$ cat src/sv/rf_pkg.sv
`timescale 1ns / 1ps
`default_nettype none

package rf_pkg;

  localparam int COEF_W    = 32;
  localparam int PRICE_W   = 31;
  localparam int CFG_IDX_W = 3;

  typedef enum logic [CFG_IDX_W-1:0] {
    CFG_HP_GAIN  = 3'd0,
    CFG_HP_FB1   = 3'd1,
    CFG_HP_FB2   = 3'd2,
    CFG_SM_C1    = 3'd3,
    CFG_SM_C2    = 3'd4,
    CFG_SM_C3    = 3'd5
  } cfg_idx_t;

  // Q4.28 coefficients loaded at reset
  localparam logic signed [COEF_W-1:0] RST_HP_GAIN = 32'sd245201025;
  localparam logic signed [COEF_W-1:0] RST_HP_FB1  = 32'sd489350320;
  localparam logic signed [COEF_W-1:0] RST_HP_FB2  = 32'sd223020204;
  localparam logic signed [COEF_W-1:0] RST_SM_C1   = 32'sd67947725;
  localparam logic signed [COEF_W-1:0] RST_SM_C2   = 32'sd310893617;
  localparam logic signed [COEF_W-1:0] RST_SM_C3   = -32'sd110405892;

  typedef enum logic [3:0] {
    ST_IDLE,
    ST_HP_M0,
    ST_HP_M1,
    ST_HP_M2,
    ST_HP_ACC,
    ST_HP_RND,
    ST_SM_M0,
    ST_SM_M1,
    ST_SM_M2,
    ST_SM_ACC,
    ST_SM_RND
  } state_t;

  typedef enum logic [2:0] {
    OP_GAIN_D2,
    OP_FB1_HH0,
    OP_FB2_HH1,
    OP_C1_HSUM,
    OP_C2_RH0,
    OP_C3_RH1
  } op_sel_t;

  typedef struct packed {
    logic    load_in;
    op_sel_t op_sel;
    logic    acc_clr;
    logic    acc_add;
    logic    rnd_hp;
    logic    finish;
  } rf_cmd_t;

  typedef struct packed {
    logic out_free;
  } rf_status_t;

endpackage

`default_nettype wire

$ cat src/sv/rf_stream_if.sv
`timescale 1ns / 1ps
`default_nettype none

interface rf_in_if;
  logic                         valid;
  logic                         ready;
  logic [rf_pkg::PRICE_W-1:0]   price;

  modport source (output valid, output price, input ready);
  modport sink   (input valid, input price, output ready);
endinterface

interface rf_out_if #(
  parameter int SAMPLE_WIDTH = 32
);
  logic                           valid;
  logic                           ready;
  logic signed [SAMPLE_WIDTH-1:0] roofing_value;
  logic signed [SAMPLE_WIDTH-1:0] highpass_value;
  logic                           saturated;

  modport source (output valid, output roofing_value, output highpass_value,
                  output saturated, input ready);
  modport sink   (input valid, input roofing_value, input highpass_value,
                  input saturated, output ready);
endinterface

`default_nettype wire

$ cat src/sv/roofing_filter_top.sv
`timescale 1ns / 1ps
`default_nettype none

// Roofing filter: a two-pole high-pass stage followed by a two-pole
// smoother, one result word per price word. Prices are unsigned Q15.16,
// results signed Q16.16 clamped to SAMPLE_WIDTH bits; coefficients are
// signed Q4.28 (COEF_FRAC_BITS fraction bits) written on the cfg port;
// the user must write them only while no sample is in flight, as the block
// itself does not enforce this. Writes to indexes 6 and 7 are dropped.
// The next sample is accepted the cycle after a result is written to the
// output register, so no new sample is taken while one is in flight. The
// schedule is set by the single shared multiplier: three products per
// stage, a step to drain the product register and a step to round and
// clamp, for each of the two stages. A result held by a stalled sink
// delays only the write of the next result.
module roofing_filter_top #(
  parameter int SAMPLE_WIDTH   = 32,
  parameter int COEF_FRAC_BITS = 28
) (
  input  logic                          clk,
  input  logic                          rst_n,
  rf_in_if.sink                         in_ch,
  rf_out_if.source                      out_ch,
  input  logic                          cfg_we,
  input  logic [rf_pkg::CFG_IDX_W-1:0]  cfg_index,
  input  logic [rf_pkg::COEF_W-1:0]     cfg_data
);
  import rf_pkg::*;

  rf_cmd_t    cmd;
  rf_status_t status;
  logic       in_ready;

  assign in_ch.ready = in_ready;

  rf_ctrl u_ctrl (
    .clk      (clk),
    .rst_n    (rst_n),
    .in_valid (in_ch.valid),
    .in_ready (in_ready),
    .status   (status),
    .cmd      (cmd)
  );

  rf_dpath #(
    .SAMPLE_WIDTH   (SAMPLE_WIDTH),
    .COEF_FRAC_BITS (COEF_FRAC_BITS)
  ) u_dpath (
    .clk                (clk),
    .rst_n              (rst_n),
    .cmd                (cmd),
    .status             (status),
    .in_price           (in_ch.price),
    .cfg_we             (cfg_we),
    .cfg_index          (cfg_index),
    .cfg_data           (cfg_data),
    .out_valid          (out_ch.valid),
    .out_ready          (out_ch.ready),
    .out_roofing_value  (out_ch.roofing_value),
    .out_highpass_value (out_ch.highpass_value),
    .out_saturated      (out_ch.saturated)
  );

endmodule

`default_nettype wire

$ cat src/sv/rf_ctrl.sv
`timescale 1ns / 1ps
`default_nettype none

module rf_ctrl (
  input  logic               clk,
  input  logic               rst_n,
  input  logic               in_valid,
  output logic               in_ready,
  input  rf_pkg::rf_status_t status,
  output rf_pkg::rf_cmd_t    cmd
);
  import rf_pkg::*;

  state_t state_r;
  state_t state_nxt;

  always_ff @(posedge clk) begin
    if (!rst_n) begin
      state_r <= ST_IDLE;
    end else begin
      state_r <= state_nxt;
    end
  end

  // One shared multiplier: three products per stage, a step to drain
  // the product register, and a step to round and clamp.
  always_comb begin
    state_nxt  = state_r;
    cmd        = '0;
    cmd.op_sel = OP_GAIN_D2;
    in_ready   = 1'b0;
    unique case (state_r)
      ST_IDLE: begin
        // no word is taken while reset is held
        in_ready = rst_n;
        if (in_valid && in_ready) begin
          cmd.load_in = 1'b1;
          state_nxt   = ST_HP_M0;
        end
      end
      ST_HP_M0: begin
        cmd.op_sel  = OP_GAIN_D2;
        cmd.acc_clr = 1'b1;
        state_nxt   = ST_HP_M1;
      end
      ST_HP_M1: begin
        cmd.op_sel  = OP_FB1_HH0;
        cmd.acc_add = 1'b1;
        state_nxt   = ST_HP_M2;
      end
      ST_HP_M2: begin
        cmd.op_sel  = OP_FB2_HH1;
        cmd.acc_add = 1'b1;
        state_nxt   = ST_HP_ACC;
      end
      ST_HP_ACC: begin
        cmd.acc_add = 1'b1;
        state_nxt   = ST_HP_RND;
      end
      ST_HP_RND: begin
        cmd.rnd_hp = 1'b1;
        state_nxt  = ST_SM_M0;
      end
      ST_SM_M0: begin
        cmd.op_sel  = OP_C1_HSUM;
        cmd.acc_clr = 1'b1;
        state_nxt   = ST_SM_M1;
      end
      ST_SM_M1: begin
        cmd.op_sel  = OP_C2_RH0;
        cmd.acc_add = 1'b1;
        state_nxt   = ST_SM_M2;
      end
      ST_SM_M2: begin
        cmd.op_sel  = OP_C3_RH1;
        cmd.acc_add = 1'b1;
        state_nxt   = ST_SM_ACC;
      end
      ST_SM_ACC: begin
        cmd.acc_add = 1'b1;
        state_nxt   = ST_SM_RND;
      end
      ST_SM_RND: begin
        // hold here while the previous word still sits in the output register
        if (status.out_free) begin
          cmd.finish = 1'b1;
          state_nxt  = ST_IDLE;
        end
      end
      default: begin
        state_nxt = ST_IDLE;
      end
    endcase
  end

  a_accept_starts: assert property (@(posedge clk) disable iff (!rst_n)
    (in_valid && in_ready) |=> (state_r == ST_HP_M0))
    else $error("accepted word did not start the high-pass pass");

  a_finish_free: assert property (@(posedge clk) disable iff (!rst_n)
    cmd.finish |-> status.out_free)
    else $error("result written over a pending output word");

  a_finish_idle: assert property (@(posedge clk) disable iff (!rst_n)
    cmd.finish |=> (state_r == ST_IDLE))
    else $error("sequencer did not return to idle after a result");

endmodule

`default_nettype wire

$ cat src/sv/rf_dpath.sv
`timescale 1ns / 1ps
`default_nettype none

module rf_dpath #(
  parameter int SAMPLE_WIDTH   = 32,
  parameter int COEF_FRAC_BITS = 28
) (
  input  logic                                clk,
  input  logic                                rst_n,
  input  rf_pkg::rf_cmd_t                     cmd,
  output rf_pkg::rf_status_t                  status,
  input  logic [rf_pkg::PRICE_W-1:0]          in_price,
  input  logic                                cfg_we,
  input  logic [rf_pkg::CFG_IDX_W-1:0]        cfg_index,
  input  logic [rf_pkg::COEF_W-1:0]           cfg_data,
  output logic                                out_valid,
  input  logic                                out_ready,
  output logic signed [SAMPLE_WIDTH-1:0]      out_roofing_value,
  output logic signed [SAMPLE_WIDTH-1:0]      out_highpass_value,
  output logic                                out_saturated
);
  import rf_pkg::*;

  localparam int SW    = SAMPLE_WIDTH;
  localparam int F     = COEF_FRAC_BITS;
  localparam int D2_W  = PRICE_W + 3;
  localparam int A_W   = COEF_W + 1;
  localparam int B_W   = (SW + 1 > D2_W) ? SW + 1 : D2_W;
  localparam int P_W   = A_W + B_W;
  localparam int ACC_W = P_W + 2;

  localparam logic signed [ACC_W-1:0] HALF_HP =
    {{(ACC_W-F){1'b0}}, 1'b1, {(F-1){1'b0}}};
  localparam logic signed [ACC_W-1:0] HALF_SM =
    {{(ACC_W-F-1){1'b0}}, 1'b1, {F{1'b0}}};
  localparam logic signed [ACC_W-1:0] SMAX_A = {{(ACC_W-SW+1){1'b0}}, {(SW-1){1'b1}}};
  localparam logic signed [ACC_W-1:0] SMIN_A = {{(ACC_W-SW+1){1'b1}}, {(SW-1){1'b0}}};
  localparam logic signed [SW-1:0]    SMAX_S = {1'b0, {(SW-1){1'b1}}};
  localparam logic signed [SW-1:0]    SMIN_S = {1'b1, {(SW-1){1'b0}}};

  // coefficients
  logic signed [COEF_W-1:0] gain_r, fb1_r, fb2_r, c1_r, c2_r, c3_r;

  // histories
  logic [PRICE_W-1:0]   ph0_r, ph1_r;
  logic signed [SW-1:0] hh0_r, hh1_r, rh0_r, rh1_r;

  // working registers
  logic [PRICE_W-1:0]      p_r;
  logic signed [D2_W-1:0]  d2_r;
  logic signed [D2_W-1:0]  d2_nxt;
  logic signed [SW-1:0]    hp_r;
  logic                    clip_hp_r;
  logic signed [P_W-1:0]   prod_r;
  logic signed [P_W-1:0]   prod_nxt;
  logic signed [ACC_W-1:0] acc_r;
  logic signed [ACC_W-1:0] acc_nxt;

  logic                    out_valid_r;
  logic                    out_valid_nxt;
  logic signed [SW-1:0]    out_roof_r;
  logic signed [SW-1:0]    out_hp_r;
  logic                    out_sat_r;

  logic signed [A_W-1:0]   a_op;
  logic signed [B_W-1:0]   b_op;
  logic signed [SW:0]      hsum;
  logic signed [ACC_W-1:0] rnd_add;
  logic signed [ACC_W-1:0] rnd_shr;
  logic                    sat_hi;
  logic                    sat_lo;
  logic                    rnd_clip;
  logic signed [SW-1:0]    rnd_val;

  // second difference, taken against the histories before this sample
  assign d2_nxt = $signed({3'b000, in_price}) - $signed({2'b00, ph0_r, 1'b0})
                + $signed({3'b000, ph1_r});

  assign hsum = (SW + 1)'(hp_r) + (SW + 1)'(hh0_r);

  always_comb begin
    a_op = '0;
    b_op = '0;
    case (cmd.op_sel)
      OP_GAIN_D2: begin
        a_op = A_W'(gain_r);
        b_op = B_W'(d2_r);
      end
      OP_FB1_HH0: begin
        a_op = A_W'(fb1_r);
        b_op = B_W'(hh0_r);
      end
      OP_FB2_HH1: begin
        a_op = -A_W'(fb2_r);
        b_op = B_W'(hh1_r);
      end
      OP_C1_HSUM: begin
        a_op = A_W'(c1_r);
        b_op = B_W'(hsum);
      end
      // smoother feedback taps are doubled; the halved sum is folded
      // into the extra shift bit at rounding
      OP_C2_RH0: begin
        a_op = {c2_r, 1'b0};
        b_op = B_W'(rh0_r);
      end
      OP_C3_RH1: begin
        a_op = {c3_r, 1'b0};
        b_op = B_W'(rh1_r);
      end
      default: begin
        a_op = '0;
        b_op = '0;
      end
    endcase
  end

  assign prod_nxt = a_op * b_op;

  always_comb begin
    acc_nxt = acc_r;
    if (cmd.acc_clr) begin
      acc_nxt = '0;
    end else if (cmd.acc_add) begin
      acc_nxt = acc_r + ACC_W'(prod_r);
    end
  end

  // round to nearest, ties up, then clamp to the sample range
  assign rnd_add  = acc_r + (cmd.rnd_hp ? HALF_HP : HALF_SM);
  assign rnd_shr  = cmd.rnd_hp ? (rnd_add >>> F) : (rnd_add >>> (F + 1));
  assign sat_hi   = rnd_shr > SMAX_A;
  assign sat_lo   = rnd_shr < SMIN_A;
  assign rnd_clip = sat_hi | sat_lo;
  assign rnd_val  = sat_hi ? SMAX_S : (sat_lo ? SMIN_S : rnd_shr[SW-1:0]);

  assign out_valid_nxt = cmd.finish ? 1'b1 : (out_ready ? 1'b0 : out_valid_r);

  always_ff @(posedge clk) begin
    if (!rst_n) begin
      gain_r      <= RST_HP_GAIN;
      fb1_r       <= RST_HP_FB1;
      fb2_r       <= RST_HP_FB2;
      c1_r        <= RST_SM_C1;
      c2_r        <= RST_SM_C2;
      c3_r        <= RST_SM_C3;
      ph0_r       <= '0;
      ph1_r       <= '0;
      hh0_r       <= '0;
      hh1_r       <= '0;
      rh0_r       <= '0;
      rh1_r       <= '0;
      out_valid_r <= 1'b0;
    end else begin
      out_valid_r <= out_valid_nxt;
      if (cfg_we) begin
        unique case (cfg_index)
          CFG_HP_GAIN: gain_r <= cfg_data;
          CFG_HP_FB1:  fb1_r  <= cfg_data;
          CFG_HP_FB2:  fb2_r  <= cfg_data;
          CFG_SM_C1:   c1_r   <= cfg_data;
          CFG_SM_C2:   c2_r   <= cfg_data;
          CFG_SM_C3:   c3_r   <= cfg_data;
          default: begin
          end
        endcase
      end
      if (cmd.finish) begin
        ph1_r <= ph0_r;
        ph0_r <= p_r;
        hh1_r <= hh0_r;
        hh0_r <= hp_r;
        rh1_r <= rh0_r;
        rh0_r <= rnd_val;
      end
    end
  end

  always_ff @(posedge clk) begin
    prod_r <= prod_nxt;
    acc_r  <= acc_nxt;
    if (cmd.load_in) begin
      p_r  <= in_price;
      d2_r <= d2_nxt;
    end
    if (cmd.rnd_hp) begin
      hp_r      <= rnd_val;
      clip_hp_r <= rnd_clip;
    end
    if (cmd.finish) begin
      out_roof_r <= rnd_val;
      out_hp_r   <= hp_r;
      out_sat_r  <= clip_hp_r | rnd_clip;
    end
  end

  assign status.out_free    = !out_valid_r || out_ready;
  assign out_valid          = out_valid_r;
  assign out_roofing_value  = out_roof_r;
  assign out_highpass_value = out_hp_r;
  assign out_saturated      = out_sat_r;

  a_finish_shows: assert property (@(posedge clk) disable iff (!rst_n)
    cmd.finish |=> out_valid_r)
    else $error("finished result not presented");

  a_valid_source: assert property (@(posedge clk) disable iff (!rst_n)
    $rose(out_valid_r) |-> $past(cmd.finish))
    else $error("output word appeared without a finished result");

  a_hp_clamped: assert property (@(posedge clk) disable iff (!rst_n)
    (cmd.rnd_hp && rnd_clip) |=> (hp_r == SMAX_S || hp_r == SMIN_S))
    else $error("clipped high-pass value not at a range limit");

endmodule

`default_nettype wire
$ cat src/flat_wrapper.sv
// flat-port wrapper written by rule: the top's interface ports become plain ports
module roofing_filter_top_flat import rf_pkg::*;
#(
  parameter int SAMPLE_WIDTH   = 32,
  parameter int COEF_FRAC_BITS = 28
)
  (clk, rst_n, cfg_we, cfg_index, cfg_data, in_ch_valid, in_ch_price, in_ch_ready, out_ch_valid, out_ch_roofing_value, out_ch_highpass_value, out_ch_saturated, out_ch_ready);
  rf_in_if in_ch_i ();
  rf_out_if #(.SAMPLE_WIDTH(SAMPLE_WIDTH)) out_ch_i ();
  input  logic clk;
  input  logic rst_n;
  input  logic cfg_we;
  input  logic [rf_pkg::CFG_IDX_W-1:0] cfg_index;
  input  logic [rf_pkg::COEF_W-1:0] cfg_data;
  input wire logic [$bits(in_ch_i.valid)-1:0] in_ch_valid;
  input wire logic [$bits(in_ch_i.price)-1:0] in_ch_price;
  output wire logic [$bits(in_ch_i.ready)-1:0] in_ch_ready;
  output wire logic [$bits(out_ch_i.valid)-1:0] out_ch_valid;
  output wire logic [$bits(out_ch_i.roofing_value)-1:0] out_ch_roofing_value;
  output wire logic [$bits(out_ch_i.highpass_value)-1:0] out_ch_highpass_value;
  output wire logic [$bits(out_ch_i.saturated)-1:0] out_ch_saturated;
  input wire logic [$bits(out_ch_i.ready)-1:0] out_ch_ready;
  assign in_ch_i.valid = in_ch_valid;
  assign in_ch_i.price = in_ch_price;
  assign in_ch_ready = in_ch_i.ready;
  assign out_ch_valid = out_ch_i.valid;
  assign out_ch_roofing_value = out_ch_i.roofing_value;
  assign out_ch_highpass_value = out_ch_i.highpass_value;
  assign out_ch_saturated = out_ch_i.saturated;
  assign out_ch_i.ready = out_ch_ready;
  roofing_filter_top #(.SAMPLE_WIDTH(SAMPLE_WIDTH), .COEF_FRAC_BITS(COEF_FRAC_BITS)) u_core (.clk(clk), .rst_n(rst_n), .in_ch(in_ch_i), .out_ch(out_ch_i), .cfg_we(cfg_we), .cfg_index(cfg_index), .cfg_data(cfg_data));
endmodule
$ cat config.mk
export PLATFORM = sky130hd
export DESIGN_NAME = roofing_filter_top_flat
export DESIGN_NICKNAME = d
export VERILOG_FILES = /design/src/sv/rf_pkg.sv /design/src/sv/rf_stream_if.sv /design/src/sv/roofing_filter_top.sv /design/src/sv/rf_ctrl.sv /design/src/sv/rf_dpath.sv /design/src/flat_wrapper.sv
export SDC_FILE = /design/constraint.sdc
export NUM_CORES = 2
export LEC_CHECK = 0
export CAP_MARGIN = 15
export CORE_AREA = 8 8 275 476
export CTS_BUF_LIST = sky130_fd_sc_hd__clkbuf_4 sky130_fd_sc_hd__clkbuf_8
export CTS_CLUSTER_SIZE = 14
export DETAILED_ROUTE_END_ITERATION = 10
export DIE_AREA = 0 0 283 484
export DONT_BUFFER_PORTS = 1
export PLACE_DENSITY_LB_ADDON = 0.05
export SLEW_MARGIN = 15
export SYNTH_ARGS = -nofsm -noshare
export SYNTH_HDL_FRONTEND = slang
export SYNTH_SLANG_ARGS = --single-unit
$ cat constraint.sdc
create_clock -name clk -period 16.65 [get_ports clk]
set_input_delay 1.665 -clock clk [delete_from_list [all_inputs] [get_ports clk]]
set_output_delay 1.665 -clock clk [all_outputs]
set_load 0.01 [all_outputs]
Word-level counts from Yosys, hierarchy flattened
Index checks and enable logic that the tools add are counted.
Widths: inputs -> output; s select.
{"block": "word_totals", "latch_bits": 0, "ramBits": 0, "mem_count": 0, "mem_bits_ro": 0, "out_inout_bits": 67, "wordCells": 92, "input_bits": 71, "ff_bits": 686}
{"block": "op_classes", "order_cmp": 2, "shifts": 0, "mux": 20, "eq_ne": 22, "mul": 1, "n_reduce_logical": 16, "add_sub_neg": 6, "bitwise_logic": 2, "div_mod_pow": 0}
{"op": "$pmux 34 s6", "count": 1}
{"op": "$pmux 33 s6", "count": 1}
{"op": "$add 69x30->69", "count": 1}
{"op": "$add 69x67->69", "count": 1}
{"op": "$mul 33x34->67", "count": 1}
{"op": "$mux 32", "count": 2}
{"op": "$pmux 4 s11", "count": 1}
{"op": "$gt 41x32->1 const B", "count": 1}
{"op": "$lt 41x32->1 const B", "count": 1}
{"op": "$mux 40", "count": 1}
{"op": "$add 34x32->34", "count": 1}
{"op": "$add 32x32->33", "count": 1}
{"op": "$neg 32->33", "count": 1}
{"op": "$sub 31x32->33", "count": 1}
{"op": "$mux 29", "count": 1}
{"op": "$eq 4x3->1 const B", "count": 4}
{"op": "$pmux 3 s5", "count": 1}
{"op": "$reduce_and 2->1", "count": 7}
{"op": "$eq 3x2->1 const B", "count": 4}
{"op": "$eq 3x3->1 const B", "count": 4}
{"op": "$eq 4x4->1 const B", "count": 3}
{"op": "$mux 1", "count": 10}
{"op": "$eq 4x2->1 const B", "count": 2}
{"op": "$mux 4", "count": 2}
{"op": "other kinds (13)", "count": 16}

Logic depth before layout (Yosys ltp)
{"block": "logic_depth", "ltp_word": 8, "mapped_depth": 42, "ltp_nobuf": 40}

Hierarchy
From an unflattened synthesis, not the netlist that was laid out.
{"block": "hier_totals", "hier_cells": 8343, "hier_area_um2": 75580.0}
{"mod": "rf_dpath", "seq_area_each_um2": 15284.7, "cells_each": 8298, "instances": 1, "area_per_inst_um2": 75224.6}
{"mod": "rf_ctrl", "seq_area_each_um2": 80.1, "cells_each": 45, "instances": 1, "area_per_inst_um2": 355.3}

Worst setup path before layout
No wires, ideal clock.
{"block": "synth_path", "path_kind": "register to register", "start": "reg u_core.u_dpath.hh0_r[0]", "end": "reg u_core.u_dpath.prod_r[66]", "arrival_time_ns": 10.298, "stages_incl_launch_ff": 39, "t_required_ns": 16.519, "period_less_slack_ns": 10.430, "n_path_buf": 2, "setup_ns": 0.131, "slack_ns": 6.220, "cell_sequence": "dfxtp_1 ha_1 inv_1 fa_1 nor2b_1 o21ai_1 a21boi_1 o21a_1 o22a_1 o211ai_1 and4_1 or3_1 a221o_1 clkbuf_1 nand2_1 fa_1 inv_1 fa_1 [3 not listed] inv_1 fa_1 fa_1 fa_1 inv_1 fa_1 inv_1 ha_1 clkbuf_1 a21o_1 a21o_1 a21oi_1 nor2_1 o21a_1 nor3_1 o31ai_1 a2111oi_0 nor3_1"}
{"block": "synth_via", "elab_chain_cells": 3}
{"element": "from (decl)", "line": "rf_dpath.sv:46", "text": "logic signed [SW-1:0] hh0_r, hh1_r, rh0_r, rh1_r;"}
{"element": "from (signal assigned)", "line": "rf_dpath.sv:172", "text": "hh0_r <= hp_r;"}
{"element": "$add 32x32->33", "line": "rf_dpath.sv:79", "text": "assign hsum = (SW + 1)'(hp_r) + (SW + 1)'(hh0_r);"}
{"element": "$pmux 34 s6 *", "line": "rf_dpath.sv:84", "text": "case (cmd.op_sel)"}
{"element": "$mul 33x34->67 *", "line": "rf_dpath.sv:118", "text": "assign prod_nxt = a_op * b_op;"}
{"element": "via u_core.u_dpath.prod_nxt[66]", "line": "rf_dpath.sv:55", "text": "logic signed [P_W-1:0] prod_nxt;"}
{"element": "to (signal assigned)", "line": "rf_dpath.sv:180", "text": "prod_r <= prod_nxt;"}
{"element": "to (decl)", "line": "rf_dpath.sv:54", "text": "logic signed [P_W-1:0] prod_r;"}
The timed path passes the listed nets; every way through them passes the cells marked *.
A chain may end at the register's enable or synchronous reset.

Worst setup path in the final report
{"block": "layout_path", "start": "reg u_core.u_dpath.hp_r[0]", "end": "reg u_core.u_dpath.prod_r[63]"}
{"block": "layout_via", "elab_chain_cells": 3}
{"element": "from (decl)", "line": "rf_dpath.sv:52", "text": "logic signed [SW-1:0] hp_r;"}
{"element": "from (signal assigned)", "line": "rf_dpath.sv:187", "text": "hp_r <= rnd_val;"}
{"element": "$add 32x32->33", "line": "rf_dpath.sv:79"}
{"element": "$pmux 34 s6", "line": "rf_dpath.sv:84"}
{"element": "$mul 33x34->67", "line": "rf_dpath.sv:118"}
{"element": "via u_core.u_dpath.prod_nxt[63]", "line": "rf_dpath.sv:55"}
The timed path passes the listed nets, and every way through them passes these cells.

==> results <==
- The global-route track usage on met3 is 6.353%.
- The clock edge transition at the registers on the reported setup and hold paths is 0.07 ns.
- Setup repair after global routing left no endpoint under its margin.
- The global-route track usage on met2 is 64.83%.
- The boundary pin count is 138.
- Clock latency on the worst-skew pair, taken at its later pin, is 0.82 ns.
- The HPWL after detailed placement is 192000 µm.
- The post-layout utilization of the core is 62.85%.
- The global-route layer with the greatest usage is met2.
- The maximum operating frequency is 82.72 MHz.
- Measured against its own limit, the worst slew margin works out to 8.815%.
- For this design, the CTS-stage hold fixing added 0 buffers.
- The min-delay analysis places its worst path in the category reg -> reg.
- The floorplan step set the die width to 283 µm.
- In the final layout, the share of cells above drive strength 1 is 5.664%.
- The maximum number of pins on one net before global-route repair is 389.
- The most common library cell in the layout ignoring fill and taps is nand2_1.
- For this run, global-route usage on met1 was measured as 38.02%.
- Summed over all layers, the routed wires come to 258300 µm.
- In this run the worst path has a maximum fanout of 32.
- The length of the first detailed-routing pass in iterations is 8.
- The layout net count is 9809.
- For this run, the slowest stage of the critical path takes 0.92 ns.
- The final total negative setup slack is 0 ns.
- The first global-routing pass estimated 381400 µm of wire.
- The top cell types in the final layout, fill and taps aside, are nand2_1 (1659), fa_1 (1181), inv_1 (1158), nor2_1 (610), dfxtp_1 (523).
- The time the worst path needs with I/O delays and setup is 12.09 ns.
- The number of design rule violations left after detail routing is 0.
- The number of failing hold endpoints at the final stage is 0.
- The number of antenna violations at the first check in global routing is 15.
- The final route contains 60450 vias.
- The sequential-to-total area share from yosys stat is 20.79%.
- STA classifies the critical path endpoint as a flip-flop.
- The post-synthesis net count is 10011.
- Setup violations remaining at the end of the flow were counted as 0.
- The fill cell total of the finished layout is 10835.
- The area inside the core boundary is 124600 µm².
- Post-CTS timing repair inserted 0 buffers for setup.
- In the synthesized netlist the dominant register cell turns out to be dfxtp_1.
- The worst hold slack is 0.4562 ns.
- Clock tree synthesis inserted a total of 103 buffers.
- The number of global-route vias before repair is 62770.
- The worst register-to-register path ends at u_core.u_dpath.prod_r[63].
- Among the stages of the critical path, the cell type that occurs most often is fa_1.
- The H-tree generated during clock tree synthesis spans 3 levels.
- Across every metal layer, demand over resource in global routing totals 37.07%.
- The length in cells of the worst reg-to-reg path is 36.
- The area of the mapped netlist is 73900 µm².
- The worst setup path is of the reg -> reg kind.
- At the worst endpoint, the required time is 17.29 ns.
- The number of port buffers is 0.
- The number of instances in the synthesized netlist is 8377.
- The synthesized design contains 163 enable-type register cells.
- From bottom edge to top edge, the die measures 484 µm.
- The cell at the root of the clock tree is clkbuf_8.
- Counting along the longest clock path gives a buffer depth of 3.
- The count of state elements after synthesis is 686.
- The worst register-to-register path has a setup slack of 4.56 ns.
- At the pin with the least slew margin, the transition time is 1.358 ns.
- The startpoint type of the worst setup path is a flip-flop.
- On the final layout, the worst clock skew is 0.08466 ns.
- The floorplan has 172 rows.
- Summed over all layers, the global routing overflow is 0.
- The average instance in the mapped netlist occupies 8.821 µm².
- The initial DRC count is 4733.
- The number of violations of the max-capacitance limit is 0.
- The number of clock sinks is 686.
- The Yosys step of the flow raised 0 warnings.
- The worst-path cell with the longest stage delay is fa_1.
- After detailed routing, the average wire length per cell comes to 25.95 µm.
- The congestion estimate from routability-driven global placement came to 0.9831.
- The flow ran to the end, and the final reports show no timing, DRC or antenna violations.
- Using the TritonRoute via totals, the vias-per-cell ratio works out to 6.072.
- The end of the critical path is u_core.u_dpath.prod_r[63].
- The data arrival time of the critical path is 12.73 ns.
- The final critical path takes up 72.61% of the cycle.
- The synthesis-to-layout area growth is 5.970%.
- In this run the critical register-to-register path is launched from u_core.u_dpath.hp_r[0].
- The initial core utilization is 59.31%.
- TritonCTS built the clock tree.
- The critical path startpoint is u_core.u_dpath.hp_r[0].
- The async set-reset flop share out of synthesis is 0%.
- The post-CTS resize count is 0.
- The number of nets with antenna violations after detailed routing is 0.
- The number of unique standard cell types used by synthesis is 90.
- The die area is 137000 µm².
- The max-slew violation total from the final report is 0.
stage by stage:
stage               setup WS, ns  area (µm²)  instances
floorplan                  6.221       73900       8377
global placement           4.705       75740       9723
detailed placement         4.642       75740       9723
CTS                        4.568       78200       9915
global route               3.844       78300       9953
finish                     4.561       78310       9956
cell type report:
cell class	count	area (µm²)	share of cell area, %
flip-flops and latches	686	15360	19.62
clock inverters	36	493.0	0.6295
multi-input cells	6073	52830	67.46
diodes	41	102.6	0.1310
repair buffers	151	1134	1.448
well taps	1653	2068	2.641
clock buffers	156	1959	2.502
inverters	1160	4362	5.570
worst max-delay path: cells and delay by family, from the launching register on:
family,cells,cell delay [ns]
AO/OA/AOI/OAI,13,3.30
adder cells (fa/ha/maj),11,5.59
buffers and inverters,7,1.39
flip-flops,1,0.39
AND/OR/NAND/NOR,5,1.22
per-layer routing:
layer,vias to the layer above,routed length [µm]
li1,26380,-
met1,30236,82660
met2,2771,129700
met3,1059,18170
met4,4,27760
met5,-,26
cells in the mapped netlist (37+ instances only):
library cell     n  area (µm²)
nand4_1         37       231.5
clkbuf_1       420        1577
nand3_1        193       965.9
edfxtp_1       163        4895
xnor2_1        158        1384
nor3_1          67       335.3
dfxtp_1        523       10470
a21oi_1        294        1471
o21ai_0        151       755.7
o21a_1          47       352.8
nand2_1       1662        6238
xor2_1          90       788.3
a21o_1         122       915.9
fa_1          1181       23640
nor2_1         613        2301
nand2b_1        43       269.0
ha_1           382        4780
inv_1         1159        4350
and3_1          39       244.0
and2_1          60       375.4
nor2b_1         52       325.3
a22oi_1        113       848.3
a21boi_0       267        2004
cell families (layout without fill, tap and decap cells):
kind of cell    after synthesis  count (layout)  share of synthesized area (%)
compound gates             1390            1390                          13.08
xor+xnor                    248             248                          2.939
fa+ha+maj                  1563            1563                          38.46
buf+inv                    1618            1503                          8.291
flops                       686             686                          20.79
mux                          12              12                         0.1626
other cells                   0              41                              0
simple gates               2860            2860                          16.27
registers in the layout (all words and copies together) (netlist names), 4 cells and up:
| signal | count |
|---|---|
| u_core.u_dpath.prod_r | 67 |
| u_core.u_dpath.hh1_r | 32 |
| u_core.u_dpath.gain_r | 32 |
| u_core.u_dpath.hh0_r | 32 |
| u_core.u_dpath.fb2_r | 32 |
| u_core.u_dpath.c1_r | 32 |
| u_core.u_dpath.c3_r | 32 |
| u_core.u_dpath.out_highpass_value | 32 |
| u_core.u_dpath.out_roofing_value | 32 |
| u_core.u_dpath.ph1_r | 31 |
| u_core.u_dpath.fb1_r | 32 |
| u_core.u_dpath.p_r | 31 |
| u_core.u_dpath.rh0_r | 32 |
| u_core.u_dpath.rh1_r | 32 |
| u_core.u_dpath.ph0_r | 31 |
| u_core.u_ctrl.state_r | 4 |
| u_core.u_dpath.d2_r | 34 |
| u_core.u_dpath.c2_r | 32 |
| u_core.u_dpath.hp_r | 32 |
| u_core.u_dpath.acc_r | 69 |
how the worst min path moves through the flow:
stage	cells past startpoint	startpoint	slack (ns)	end
finish	2	u_core.u_dpath.acc_r[3]	0.46	u_core.u_dpath.acc_r[3]
global route	2	u_core.u_dpath.c2_r[7]	0.48	u_core.u_dpath.c2_r[7]
CTS	0	u_core.u_dpath.hp_r[8]	0.46	u_core.u_dpath.out_highpass_value[8]
detailed placement	2	u_core.u_dpath.acc_r[21]	0.45	u_core.u_dpath.acc_r[21]
global placement	2	u_core.u_dpath.acc_r[13]	0.44	u_core.u_dpath.acc_r[13]
floorplan	2	u_core.u_dpath.acc_r[12]	0.44	u_core.u_dpath.acc_r[12]
Power is left out: the tool's default activity adds up to more than one toggle a clock period on the data nets, which glitch-free logic cannot reach.
